### config.mk
export PLATFORM = sky130hd
export DESIGN_NAME = phase_accumulator_waveform_oscillator
export DESIGN_NICKNAME = d
export VERILOG_FILES = /design/src/pawo_pkg.sv /design/src/pawo_inc.sv /design/src/pawo_wave.sv /design/src/phase_accumulator_waveform_oscillator.sv
export SDC_FILE = /design/constraint.sdc
export NUM_CORES = 2
export LEC_CHECK = 0
export BUFFER_PORTS_ARGS = -buffer_cell sky130_fd_sc_hd__buf_2
export CORE_MARGIN = 2
export CORE_UTILIZATION = 30
export DETAILED_ROUTE_END_ITERATION = 8
export GPL_TIMING_DRIVEN = 0
export PLACE_DENSITY = 0.43
export SLEW_MARGIN = 20
export SYNTH_ARGS = -nofsm -noshare
export SYNTH_HDL_FRONTEND = slang
export SYNTH_HIERARCHICAL = 1
export SYNTH_SLANG_ARGS = --single-unit
### constraint.sdc
create_clock -name clk -period 10 [get_ports clk]
set_clock_uncertainty 0.2 [all_clocks]
set_input_delay 1 -clock clk [delete_from_list [all_inputs] [get_ports clk]]
set_output_delay 1 -clock clk [all_outputs]
set_load 0.02 [all_outputs]
### src/pawo_pkg.sv
package pawo_pkg;

  localparam int FREQ_W              = 18;
  localparam int SAMPLE_W            = 16;
  localparam int SEL_W               = 3;
  localparam int PHASE_INT_W         = 7;
  localparam int DEF_PHASE_FRAC_BITS = 25;
  localparam int DEF_SAMPLE_RATE     = 22050;

  typedef enum logic [SEL_W-1:0] {
    WAVE_TRI,
    WAVE_UNEVEN,
    WAVE_SAW,
    WAVE_SQUARE,
    WAVE_PULSE,
    WAVE_ORGAN,
    WAVE_DETUNE,
    WAVE_RAMP
  } wave_t;

endpackage

### src/pawo_inc.sv
module pawo_inc
  import pawo_pkg::*;
#(
  parameter int PHASE_FRAC_BITS = DEF_PHASE_FRAC_BITS,
  parameter int SAMPLE_RATE     = DEF_SAMPLE_RATE
) (
  input  logic                                   clk,
  input  logic                                   rst_n,
  input  logic                                   up_valid,
  output logic                                   up_stall,
  input  logic [FREQ_W-1:0]                      up_freq,
  output logic                                   dn_valid,
  input  logic                                   dn_stall,
  output logic [PHASE_FRAC_BITS+PHASE_INT_W-1:0] dn_inc
);

  localparam int PW    = PHASE_FRAC_BITS + PHASE_INT_W;
  localparam int DEN   = 16 * SAMPLE_RATE;
  localparam int GUARD = FREQ_W + 2;
  localparam logic [63:0] RECIP = (64'd1 << (PHASE_FRAC_BITS + GUARD)) / DEN;
  localparam int RW    = $clog2(RECIP + 64'd1);
  localparam int PRW   = FREQ_W + RW;
  localparam int QW    = PRW - GUARD;
  localparam int IW    = QW + 1;
  localparam int DW    = $clog2(DEN + 1);
  localparam int RMW   = DW + 2;
  localparam int NW    = FREQ_W + PHASE_FRAC_BITS + 1;

  localparam logic [RW-1:0]  RECIP_K = RECIP[RW-1:0];
  localparam logic [RMW-1:0] DEN_K   = RMW'(DEN);
  localparam logic [RMW-1:0] DEN2_K  = RMW'(2 * DEN);
  localparam logic [RMW-1:0] DEN3_K  = RMW'(3 * DEN);
  localparam logic [NW-1:0]  HALF_K  = NW'(DEN / 2);

  // stages: 0 input reg, 1 reciprocal product, 2 back product, 3 corrected inc
  logic [3:0]        v_r;
  logic [3:0]        load;
  logic [FREQ_W-1:0] freq_a_r, freq_b_r;
  logic [PRW-1:0]    prod;
  logic [QW-1:0]     q0_b_r, q0_c_r;
  logic [RMW-1:0]    qd_nxt, qd_c_r, nlo_c_r, rem;
  logic [NW-1:0]     n_full;
  logic [1:0]        corr;
  logic [IW-1:0]     inc_nxt, inc_d_r;

  always_comb begin
    load[3] = !v_r[3] || !dn_stall;
    load[2] = !v_r[2] || load[3];
    load[1] = !v_r[1] || load[2];
    load[0] = !v_r[0] || load[1];
  end

  assign up_stall = !load[0];
  assign dn_valid = v_r[3];
  assign dn_inc   = PW'(inc_d_r);

  always_ff @(posedge clk) begin
    if (!rst_n) begin
      v_r <= '0;
    end else begin
      if (load[0]) v_r[0] <= up_valid;
      if (load[1]) v_r[1] <= v_r[0];
      if (load[2]) v_r[2] <= v_r[1];
      if (load[3]) v_r[3] <= v_r[2];
    end
  end

  assign prod    = PRW'(freq_a_r) * PRW'(RECIP_K);
  assign n_full  = {1'b0, freq_b_r, {PHASE_FRAC_BITS{1'b0}}} + HALF_K;
  assign qd_nxt  = RMW'(q0_b_r) * DEN_K;
  // remainder is only needed modulo 4*DEN, it stays below 3*DEN
  assign rem     = nlo_c_r - qd_c_r;

  always_comb begin
    priority if (rem >= DEN2_K) begin
      corr = 2'd2;
    end else if (rem >= DEN_K) begin
      corr = 2'd1;
    end else begin
      corr = 2'd0;
    end
  end

  assign inc_nxt = IW'(q0_c_r) + IW'(corr);

  always_ff @(posedge clk) begin
    if (load[0]) freq_a_r <= up_freq;
    if (load[1]) begin
      freq_b_r <= freq_a_r;
      q0_b_r   <= prod[PRW-1:GUARD];
    end
    if (load[2]) begin
      q0_c_r  <= q0_b_r;
      qd_c_r  <= qd_nxt;
      nlo_c_r <= n_full[RMW-1:0];
    end
    if (load[3]) inc_d_r <= inc_nxt;
  end

  a_rem_range: assert property (@(posedge clk) disable iff (!rst_n)
    v_r[2] |-> rem < DEN3_K)
    else $error("increment remainder out of range");

endmodule

### src/pawo_wave.sv
module pawo_wave
  import pawo_pkg::*;
#(
  parameter int PHASE_FRAC_BITS = DEF_PHASE_FRAC_BITS
) (
  input  logic                                   clk,
  input  logic                                   rst_n,
  input  logic                                   up_valid,
  output logic                                   up_stall,
  input  logic [PHASE_FRAC_BITS+PHASE_INT_W-1:0] up_phase,
  input  wave_t                                  wave_sel,
  output logic                                   dn_valid,
  input  logic                                   dn_stall,
  output logic signed [SAMPLE_W-1:0]             dn_sample
);

  localparam int F   = PHASE_FRAC_BITS;
  localparam int PW  = F + PHASE_INT_W;
  localparam int NW  = F + 10;
  localparam int ZW  = 20;
  localparam int QW  = 17;
  localparam int MW  = ZW + 1;
  localparam int SH0 = F - 16;

  localparam logic signed [NW-1:0] ONE     = NW'(64'd1 << F);
  localparam logic signed [NW-1:0] ONE_7   = NW'(64'd7 << F);
  localparam logic signed [NW-1:0] ONE_17  = NW'(64'd17 << F);
  localparam logic signed [NW-1:0] ONE_64  = NW'(64'd64 << F);
  localparam logic signed [NW-1:0] ONE_128 = NW'(64'd128 << F);
  localparam logic [F-1:0] T_HALF   = F'(64'd1 << (F - 1));
  localparam logic [F-1:0] T_PULSE  = F'(64'd5 << (F - 4));
  localparam logic [F-1:0] T_UNEVEN = F'(64'd7 << (F - 3));

  typedef enum logic [1:0] {DIV1, DIV3, DIV5, DIV7} div_t;

  function automatic logic [2:0] div_val(input div_t dv);
    logic [2:0] r;
    unique case (dv)
      DIV1: r = 3'd1;
      DIV3: r = 3'd3;
      DIV5: r = 3'd5;
      DIV7: r = 3'd7;
    endcase
    return r;
  endfunction

  // floor(2^ZW / d)
  function automatic logic [MW-1:0] div_recip(input div_t dv);
    logic [MW-1:0] r;
    unique case (dv)
      DIV1: r = MW'(64'd1 << ZW);
      DIV3: r = MW'((64'd1 << ZW) / 3);
      DIV5: r = MW'((64'd1 << ZW) / 5);
      DIV7: r = MW'((64'd1 << ZW) / 7);
    endcase
    return r;
  endfunction

  function automatic logic signed [NW-1:0] abs_s(input logic signed [NW-1:0] x);
    return (x < 0) ? -x : x;
  endfunction

  // stages: 0 scaled numerator, 1 reciprocal product, 2 output
  logic [2:0]              v_r;
  logic [2:0]              load;
  logic [F-1:0]            t;
  logic signed [NW-1:0]    ts, t2, t4, det_s, a_org, b_mix, num, ofs, z_full;
  logic [PW-1:0]           det;
  logic [7:0]              c_k;
  logic [2:0]              e_k;
  logic [5:0]              sh;
  div_t                    dv_nxt, dv_1_r, dv_2_r;
  logic signed [ZW-1:0]    z_1_r;
  logic [ZW-1:0]           zp;
  logic [ZW+MW-1:0]        prod;
  logic [QW-1:0]           q0_2_r, qf;
  logic [3:0]              zlo_2_r, rem4;
  logic [2:0]              dval_2;
  logic signed [QW:0]      val;
  logic signed [SAMPLE_W-1:0] sample_nxt, sample_r;

  always_comb begin
    load[2] = !v_r[2] || !dn_stall;
    load[1] = !v_r[1] || load[2];
    load[0] = !v_r[0] || load[1];
  end

  assign up_stall  = !load[0];
  assign dn_valid  = v_r[2];
  assign dn_sample = sample_r;

  always_ff @(posedge clk) begin
    if (!rst_n) begin
      v_r <= '0;
    end else begin
      if (load[0]) v_r[0] <= up_valid;
      if (load[1]) v_r[1] <= v_r[0];
      if (load[2]) v_r[2] <= v_r[1];
    end
  end

  assign t     = up_phase[F-1:0];
  assign ts    = signed'(NW'(t));
  assign t2    = signed'(NW'({t, 1'b0}));
  assign t4    = signed'(NW'({t[F-2:0], 2'b00}));
  assign det   = (up_phase << 7) - up_phase;
  assign det_s = signed'(NW'(det));
  assign a_org = abs_s(t4 - ONE);
  assign b_mix = abs_s(t2 - ONE);

  // value = floor((num + c*2^(F-16)) / 2^(F-16+e) / d), d*2^e = 2c
  always_comb begin
    num    = ts;
    c_k    = 8'd1;
    e_k    = 3'd1;
    dv_nxt = DIV1;
    unique case (wave_sel)
      WAVE_TRI: begin
        num = abs_s((ts <<< 1) - ONE) - (ONE >>> 1);
      end
      WAVE_UNEVEN: begin
        if (t < T_UNEVEN) begin
          num    = (ts <<< 4) - ONE_7;
          c_k    = 8'd14;
          e_k    = 3'd2;
          dv_nxt = DIV7;
        end else begin
          num = ((ONE - ts) <<< 4) - ONE;
          c_k = 8'd2;
          e_k = 3'd2;
        end
      end
      WAVE_SAW: begin
        num    = (ts <<< 1) - ONE;
        c_k    = 8'd3;
        dv_nxt = DIV3;
      end
      WAVE_SQUARE: begin
        num = (t < T_HALF) ? (ONE >>> 2) : -(ONE >>> 2);
      end
      WAVE_PULSE: begin
        num = (t < T_PULSE) ? (ONE >>> 2) : -(ONE >>> 2);
      end
      WAVE_ORGAN: begin
        num    = (a_org <<< 4) + (a_org <<< 2) + (b_mix <<< 3) + (b_mix <<< 1) - ONE_17;
        c_k    = 8'd40;
        e_k    = 3'd4;
        dv_nxt = DIV5;
      end
      WAVE_DETUNE: begin
        num    = abs_s(det_s - ONE_64) + (b_mix <<< 7) - ONE_128;
        c_k    = 8'd192;
        e_k    = 3'd7;
        dv_nxt = DIV3;
      end
      WAVE_RAMP: begin
        num = ts;
      end
    endcase
  end

  assign ofs    = signed'(NW'(c_k) << SH0);
  assign sh     = 6'(SH0) + 6'(e_k);
  assign z_full = (num + ofs) >>> sh;

  // offset by d*2^16 so the divide sees a nonnegative value
  assign zp   = $unsigned(z_1_r) + ZW'({div_val(dv_1_r), 16'h0000});
  assign prod = (ZW + MW)'(zp) * (ZW + MW)'(div_recip(dv_1_r));

  assign dval_2 = div_val(dv_2_r);
  assign rem4   = zlo_2_r - (4'(dval_2) * q0_2_r[3:0]);
  assign qf     = q0_2_r + QW'(rem4 >= 4'(dval_2));
  assign val    = $signed({1'b0, qf}) - $signed((QW + 1)'(64'd1 << 16));

  always_comb begin
    priority if (val > $signed((QW + 1)'(32767))) begin
      sample_nxt = 16'sh7FFF;
    end else if (val < -$signed((QW + 1)'(32768))) begin
      sample_nxt = 16'sh8000;
    end else begin
      sample_nxt = val[SAMPLE_W-1:0];
    end
  end

  always_ff @(posedge clk) begin
    if (load[0]) begin
      z_1_r  <= z_full[ZW-1:0];
      dv_1_r <= dv_nxt;
    end
    if (load[1]) begin
      q0_2_r  <= prod[ZW +: QW];
      zlo_2_r <= zp[3:0];
      dv_2_r  <= dv_1_r;
    end
    if (load[2]) sample_r <= sample_nxt;
  end

  a_div_rem: assert property (@(posedge clk) disable iff (!rst_n)
    v_r[1] |-> rem4 < {dval_2, 1'b0})
    else $error("sample divide remainder out of range");

endmodule

### src/phase_accumulator_waveform_oscillator.sv
// Path: an accepted input beat passes the increment stages, the phase register
// and the waveform stages before out_valid rises.
// Throughput: one beat per cycle while out_stall is low; every stage is elastic,
// so bubbles close up and input is taken while a finished sample waits on out_stall.
// Phase increment: input register, then three stages (reciprocal multiply,
// back product, fix-up).
// Reset clears the phase, the waveform select (triangle) and all valids.
module phase_accumulator_waveform_oscillator
  import pawo_pkg::*;
#(
  parameter int PHASE_FRAC_BITS = DEF_PHASE_FRAC_BITS,
  parameter int SAMPLE_RATE     = DEF_SAMPLE_RATE
) (
  input  logic                       clk,
  input  logic                       rst_n,
  input  logic                       in_valid,
  output logic                       in_stall,
  input  logic [FREQ_W-1:0]          in_freq_hz_q4,
  output logic                       out_valid,
  input  logic                       out_stall,
  output logic signed [SAMPLE_W-1:0] out_sample_q15,
  input  logic                       cfg_valid,
  output logic                       cfg_ready,
  input  logic [SEL_W-1:0]           cfg_waveform_select
);

  localparam int PW = PHASE_FRAC_BITS + PHASE_INT_W;

  wave_t         sel_r;
  logic          inc_valid, inc_stall;
  logic [PW-1:0] inc;
  logic [PW-1:0] phase_r;
  logic          ph_v_r, ph_load, wave_stall;

  assign cfg_ready = 1'b1;

  always_ff @(posedge clk) begin
    if (!rst_n) begin
      sel_r <= WAVE_TRI;
    end else if (cfg_valid && cfg_ready) begin
      sel_r <= wave_t'(cfg_waveform_select);
    end
  end

  pawo_inc #(
    .PHASE_FRAC_BITS(PHASE_FRAC_BITS),
    .SAMPLE_RATE    (SAMPLE_RATE)
  ) u_inc (
    .clk     (clk),
    .rst_n   (rst_n),
    .up_valid(in_valid),
    .up_stall(in_stall),
    .up_freq (in_freq_hz_q4),
    .dn_valid(inc_valid),
    .dn_stall(inc_stall),
    .dn_inc  (inc)
  );

  assign ph_load   = !ph_v_r || !wave_stall;
  assign inc_stall = !ph_load;

  always_ff @(posedge clk) begin
    if (!rst_n) begin
      ph_v_r  <= 1'b0;
      phase_r <= '0;
    end else if (ph_load) begin
      ph_v_r <= inc_valid;
      if (inc_valid) phase_r <= phase_r + inc;
    end
  end

  pawo_wave #(
    .PHASE_FRAC_BITS(PHASE_FRAC_BITS)
  ) u_wave (
    .clk      (clk),
    .rst_n    (rst_n),
    .up_valid (ph_v_r),
    .up_stall (wave_stall),
    .up_phase (phase_r),
    .wave_sel (sel_r),
    .dn_valid (out_valid),
    .dn_stall (out_stall),
    .dn_sample(out_sample_q15)
  );

  a_reset_empty: assert property (@(posedge clk)
    !rst_n |=> !out_valid && !ph_v_r)
    else $error("pipeline not empty after reset");

  a_phase_step: assert property (@(posedge clk) disable iff (!rst_n)
    !$stable(phase_r) |-> $past(inc_valid && ph_load))
    else $error("phase moved without an increment beat");

endmodule

# Yosys cells after proc, flatten, opt, wreduce, memory -nomap -nowiden
# Index checks and enable logic that the tools add are counted.
[word_totals]
register_bits = 235
out_inout_bits = 19
wordCells = 119
[classes]
addsub = 27
multipliers = 4
magnitude_cmp = 11
n_eq_ne = 13
shift = 1
n_mux = 18
reduce_logical = 23
[ops]
columns = ["cell", "n"]
rows = [
  ["case mux 35 bit (8 select lines)", 1],
  ["two-way mux 35 bit", 5],
  ["adder 35 bit", 4],
  ["case mux 21 bit (4 select lines)", 1],
  ["< comparator 35 x 1 -> 1 bit (second input constant)", 2],
  ["negation 35 bit", 2],
  ["subtractor 26 x 26 -> 27 bit (second input constant)", 2],
  ["< comparator 25 bit (second input constant)", 2],
  ["multiplier 18 x 27 -> 45 bit (second input constant)", 1],
  ["multiplier 20 x 21 -> 37 bit", 1],
  ["adder 35 x 18 -> 35 bit", 1],
  [">>> shifter 35 x 6 -> 20 bit", 1],
  ["subtractor 35 x 26 -> 35 bit (second input constant)", 1],
  ["subtractor 35 x 27 -> 35 bit (second input constant)", 1],
  ["subtractor 35 x 31 -> 35 bit (second input constant)", 1],
  ["subtractor 35 x 34 -> 35 bit (second input constant)", 1],
  ["two-way mux 33 bit", 1],
  ["negation 27 -> 33 bit", 1],
  ["subtractor 32 x 32 -> 33 bit (second input constant)", 1],
  ["adder 32 x 26 -> 32 bit", 1],
  ["case mux 8 bit (4 select lines)", 1],
  ["subtractor 32 bit", 1],
  ["subtractor 29 x 28 -> 30 bit (second input constant)", 1],
  ["< comparator 27 x 1 -> 1 bit (second input constant)", 1],
  ["other kinds (35)", 62],
]

# Logic depth before layout (Yosys ltp)
[logic_depth]
depth_word = 10
mapped_depth = 39
mapped_depth_nobuf = 37

# Cells and area by module
# The synthesis kept the hierarchy.
[modules_own_cells]
columns = ["mod", "n_inst", "cells_per_inst", "area_each_um2"]
rows = [
  ["pawo_wave", 1, 2657, 22965.8],
  ["pawo_inc", 1, 1160, 12771.0],
  ["phase_accumulator_waveform_oscillator", 1, 412, 3017.9],
]

# Worst setup path after synthesis
# No wires, ideal clock.
[synth_timing]
kind = "register to register"
from = "reg u_wave.dv_1_r[1]"
to = "reg u_wave.q0_2_r[10] (data pin)"
arrival_time_ns = 8.013
required_ns = 9.542
setup_slack_ns = 1.529
path_stages_with_launch = 31
n_path_buf = 1
synth_period_minus_slack_ns = 8.471
path_cell_list = "edfxtp_1 > inv_1 > ha_1 > nor2_1 > nor2_1 > clkbuf_1 > ha_1 > a21o_1 > a21oi_1 > xnor2_1 > and2_1 > fa_1 > inv_1 > fa_1 > fa_1 > inv_1 > fa_1 > fa_1 > fa_1 > fa_1 > ha_1 > a21o_1 > a21o_1 > a21oi_1 > o21ai_0 > a21oi_1 > o21a_1 > o21ai_0 > o41ai_1 > o21ba_2 > xnor2_1"
[synth_between]
elab_chain_len = 4
word_cells_on_any_way = 8
[synth_rtl]
columns = ["element", "line_no", "source"]
rows = [
  ["start, declared", "pawo_wave.sv:72", "div_t dv_nxt, dv_1_r, dv_2_r;"],
  ["start signal, assigned", "pawo_wave.sv:188", "dv_1_r <= dv_nxt;"],
  ["equality test 2 bit, or another cell as far along", "pawo_wave.sv:38, pawo_wave.sv:50", ""],
  ["case mux 3 bit (4 select lines)", "pawo_wave.sv:38", "unique case (dv)"],
  ["adder 20 x 19 -> 20 bit", "pawo_wave.sv:167", "assign zp = $unsigned(z_1_r) + ZW'({div_val(dv_1_r), 16'h0000});"],
  ["multiplier 20 x 21 -> 37 bit (*)", "pawo_wave.sv:168", "assign prod = (ZW + MW)'(zp) * (ZW + MW)'(div_recip(dv_1_r));"],
  ["via u_wave.prod[30]", "pawo_wave.sv:75", "logic [ZW+MW-1:0] prod;"],
  ["end signal, assigned", "pawo_wave.sv:191", "q0_2_r <= prod[ZW +: QW];"],
  ["end, declared", "pawo_wave.sv:76", "logic [QW-1:0] q0_2_r, qf;"],
]
# Mark *: on every way through the listed nets, which the timed path passes. The rest lies on a longest branch. The select of a mux whose other input is x is not followed.
# A chain may end at the register's enable or synchronous reset.

# Worst setup path in the final report
[layout_timing]
from = "reg u_wave.dv_1_r[0]"
to = "reg u_wave.q0_2_r[10] (data pin)"
# The elaborated chain is that of the path after synthesis.

==> flow_summary.yaml <==
cells_and_area:
  layout_common_cells: "767 x inv_1, 550 x ha_1, 473 x fa_1"
  antenna_cells: 0
  nets: 5386
  drive_gt1_share_pct: 4.79
  synthToLayoutAreaGrowth_pct: 9.04
  final_common_cell: "inv_1"
  fillers: 13500
  utilization_pct: 33.1
timing:
  whs_ns: 0.218
  relSlewSlack_pct: 33.0
  fmax_mhz: 105
  finalCritPeriodShare_pct: 95.5
  worst_slew_pin_slew_ns: 1.00
  drv_slew: 0
  rsz0062_at_grt: "false"
  finalHoldViolCount: 0
  setup_viol: 0
  fin_crit_ns: 9.55
  fin_setup_tns_ns: 0
place:
  dpl.hpwl_um: 102000
  io_buffers: 43
  place_congestion: 0.926
die:
  dieArea_mm2: 0.132
  ioPinCount: 45
  die_w_um: 363
  start_util_pct: 30.3
  die_h_um: 363
  core_mm2: 0.128
  placementRows: 131
yosys:
  syn-instance-count: 4229
  avgSynthCellArea_um2: 9.16
  synth_cell_types: 111
  ys_ff_latch: 210
  ys_async_sr_fraction_pct: 0
  ys.flop_type: "edfxtp_1"
  yosys_warnings: 6
  yosysSeqAreaShare_pct: 15.2
  synth_edf_count: 167
  netlist_area_mm2: 0.0388
setup_path:
  reg2reg_depth: 30
  r2r-end: "u_wave/q0_2_r[10]"
  cp-end-kind: "flop"
  cp_common_cell: "fa_1"
  cp.required_ns: 10.17
  reg2reg_slack_ns: 0.45
  critPathBufInv: 5
  reg2reg_from: "u_wave/dv_1_r[0]"
  critical_path.max_stage_delay_ns: 0.65
  critPathLaunchType: "flop"
  worst_path_max_delay_cell: "fa_1"
  crit_arrival_ns: 9.72
  cp_max_fo: 10
  critPathTopFamily: "adder cells"
  path_class: "flop to flop"
job:
  maxCapViolCount: 0
global_route:
  grt_pass1_vias: 30500
  grt_usage_pct: 18.0
  grt_pass1_wl_um: 184000
  antenna_found_initial: 0
  overflow: 0
  grt_max_degree: 38
clocking:
  clockBufferDepth: 3
  insertion_delay_ns: 0.61
  cts_tree: "yes"
  ctsHoldBuffers: 0
  htree_levels: 1
  numClockSinks: 210
  clk_pin_slew_ns: 0.06
  cts_buffers: 28
  cts_root_buf: "clkbuf_16"
route:
  vias: 29500
  drt_pre_antenna_iters: 6
  drt-total-wl_um: 118000
  ant_nets: 0
  wl_per_cell_um: 19.6
  drt_iter0_drc: 1777
  viasPerCell: 4.90
  drc: 0
worst_hold_path:
  whs_path_depth: 0
  hp-class: "flop to flop"
  worstHoldStart: "u_inc/q0_b_r[16]"
  hold-path-endpoint: "u_inc/q0_c_r[16]"
status:
  outcome: "finished clean"
## per-stage QoR
step	instances	setup WS, ns	instance area (µm²)
floorplan	4257	1.53	38900
global placement	5962	-1.19	41200
detailed placement	5962	-1.12	41200
CTS	6016	0.0321	42200
global route	6021	0.0154	42300
finish	6021	0.448	42300
## flip-flops by register name, summed over array words and instances, names as in the netlist, 4 cells and up
register and count:
u_inc/q0_c_r 25, u_wave/dn_sample 16, u_inc/q0_b_r 25, u_inc/v_r 4
u_wave/z_1_r 20, u_inc/inc_d_r 26, u_wave/q0_2_r 17, phase_r 32
u_inc/qd_c_r 12, u_wave/zlo_2_r 4, u_inc/freq_a_r 18
## worst reg2reg max path, delay by kind of cell (launching register included)
| family | cells | cell delay (ns) |
|---|---|---|
| and+or+nand+nor | 2 | 0.53 |
| xor gates and xnor gates | 2 | 0.23 |
| adders and majority gates | 10 | 4.86 |
| AOI/OAI and AO/OA | 11 | 2.11 |
| buffers and inverters | 5 | 0.85 |
| DFF | 1 | 0.49 |
## cells in the mapped netlist, drive strengths merged, types with 8 or more instances
| master | n | share of area (%) |
|---|---|---|
| o41ai | 9 | 0.24 |
| a221oi | 9 | 0.22 |
| nand3b | 10 | 0.23 |
| mux2i | 22 | 0.57 |
| and4 | 9 | 0.20 |
| a31oi | 37 | 0.67 |
| fa | 473 | 24 |
| nand4 | 35 | 0.56 |
| nand2 | 252 | 2.4 |
| or2 | 15 | 0.24 |
| nor2b | 50 | 0.81 |
| clkbuf | 93 | 0.90 |
| nor3b | 8 | 0.17 |
| o22ai | 16 | 0.26 |
| or3 | 15 | 0.24 |
| nand2b | 21 | 0.34 |
| a22oi | 13 | 0.25 |
| o2111ai | 9 | 0.26 |
| and2 | 110 | 1.8 |
| nor2 | 222 | 2.2 |
| a21oi | 260 | 3.4 |
| edfxtp | 167 | 13 |
| o211ai | 24 | 0.48 |
| ha | 550 | 18 |
| dfxtp | 43 | 2.2 |
| xor2 | 74 | 1.7 |
| nand3 | 86 | 1.1 |
| buf | 23 | 0.37 |
| xnor2 | 213 | 4.9 |
| a211oi | 33 | 0.71 |
| nor4 | 14 | 0.41 |
| o21ai | 176 | 2.3 |
| a2111oi | 8 | 0.26 |
| and3 | 36 | 0.58 |
| o21a | 40 | 0.77 |
| inv | 768 | 7.4 |
| nor3 | 68 | 0.93 |
| o31ai | 11 | 0.25 |
| a21o | 73 | 1.4 |
| o21bai | 20 | 0.40 |
## routing by layer
layer / up-vias / GRT usage (%) / routed length [µm]
met5: - / 0 / 0
met4: 0 / 4.71 / 3470
met3: 135 / 1.87 / 4400
met2: 562 / 30.2 / 55300
met1: 14400 / 24.7 / 54600
li1: 14400 / - / -
## how the worst max path moves through the flow
| stage | from | end | slack, ns | cells after the start |
|---|---|---|---|---|
| CTS | phase_r[13] | u_wave/z_1_r[8] | 0.03 | 38 |
| detailed placement | u_wave/dv_1_r[1] | u_wave/q0_2_r[10] | -1.12 | 29 |
| global route | phase_r[10] | u_wave/z_1_r[8] | 0.02 | 38 |
| global placement | u_wave/dv_1_r[1] | u_wave/q0_2_r[10] | -1.19 | 29 |
| floorplan | u_wave/dv_1_r[1] | u_wave/q0_2_r[10] | 1.53 | 30 |
| finish | u_wave/dv_1_r[0] | u_wave/q0_2_r[10] | 0.45 | 30 |
## what timing repair did
action                                  4_1_cts  5_1_grt
endpoints found under the setup margin       29       24
resized for setup                             8       14
buffers inserted                              2        5
pin swaps                                     0        3
## cell families after synthesis
group           count (synthesis)  synth area share (%)
buf+inv                       890                  8.77
other cells                     4                0.0387
simple gates                  963                  12.5
flops                         210                  15.2
xor+xnor                      287                  6.52
compound gates                825                  14.1
fa+ha+maj                    1024                  42.2
mux                            26                 0.684
## final cells by class
| class | count | area, µm² | share of cell area, % |
|---|---|---|---|
| buffer | 116 | 498 | 1.18 |
| clock buffer | 33 | 729 | 1.73 |
| clock inverter | 19 | 220 | 0.521 |
| inverter | 774 | 2910 | 6.90 |
| multi-input combinational | 3157 | 29700 | 70.2 |
| sequential | 210 | 5880 | 13.9 |
| tap | 1662 | 2080 | 4.92 |
| timing repair buffer | 50 | 268 | 0.634 |
Power is not shown: default switching activity piles up to over one toggle a cycle in this logic, so the estimate is an artifact.
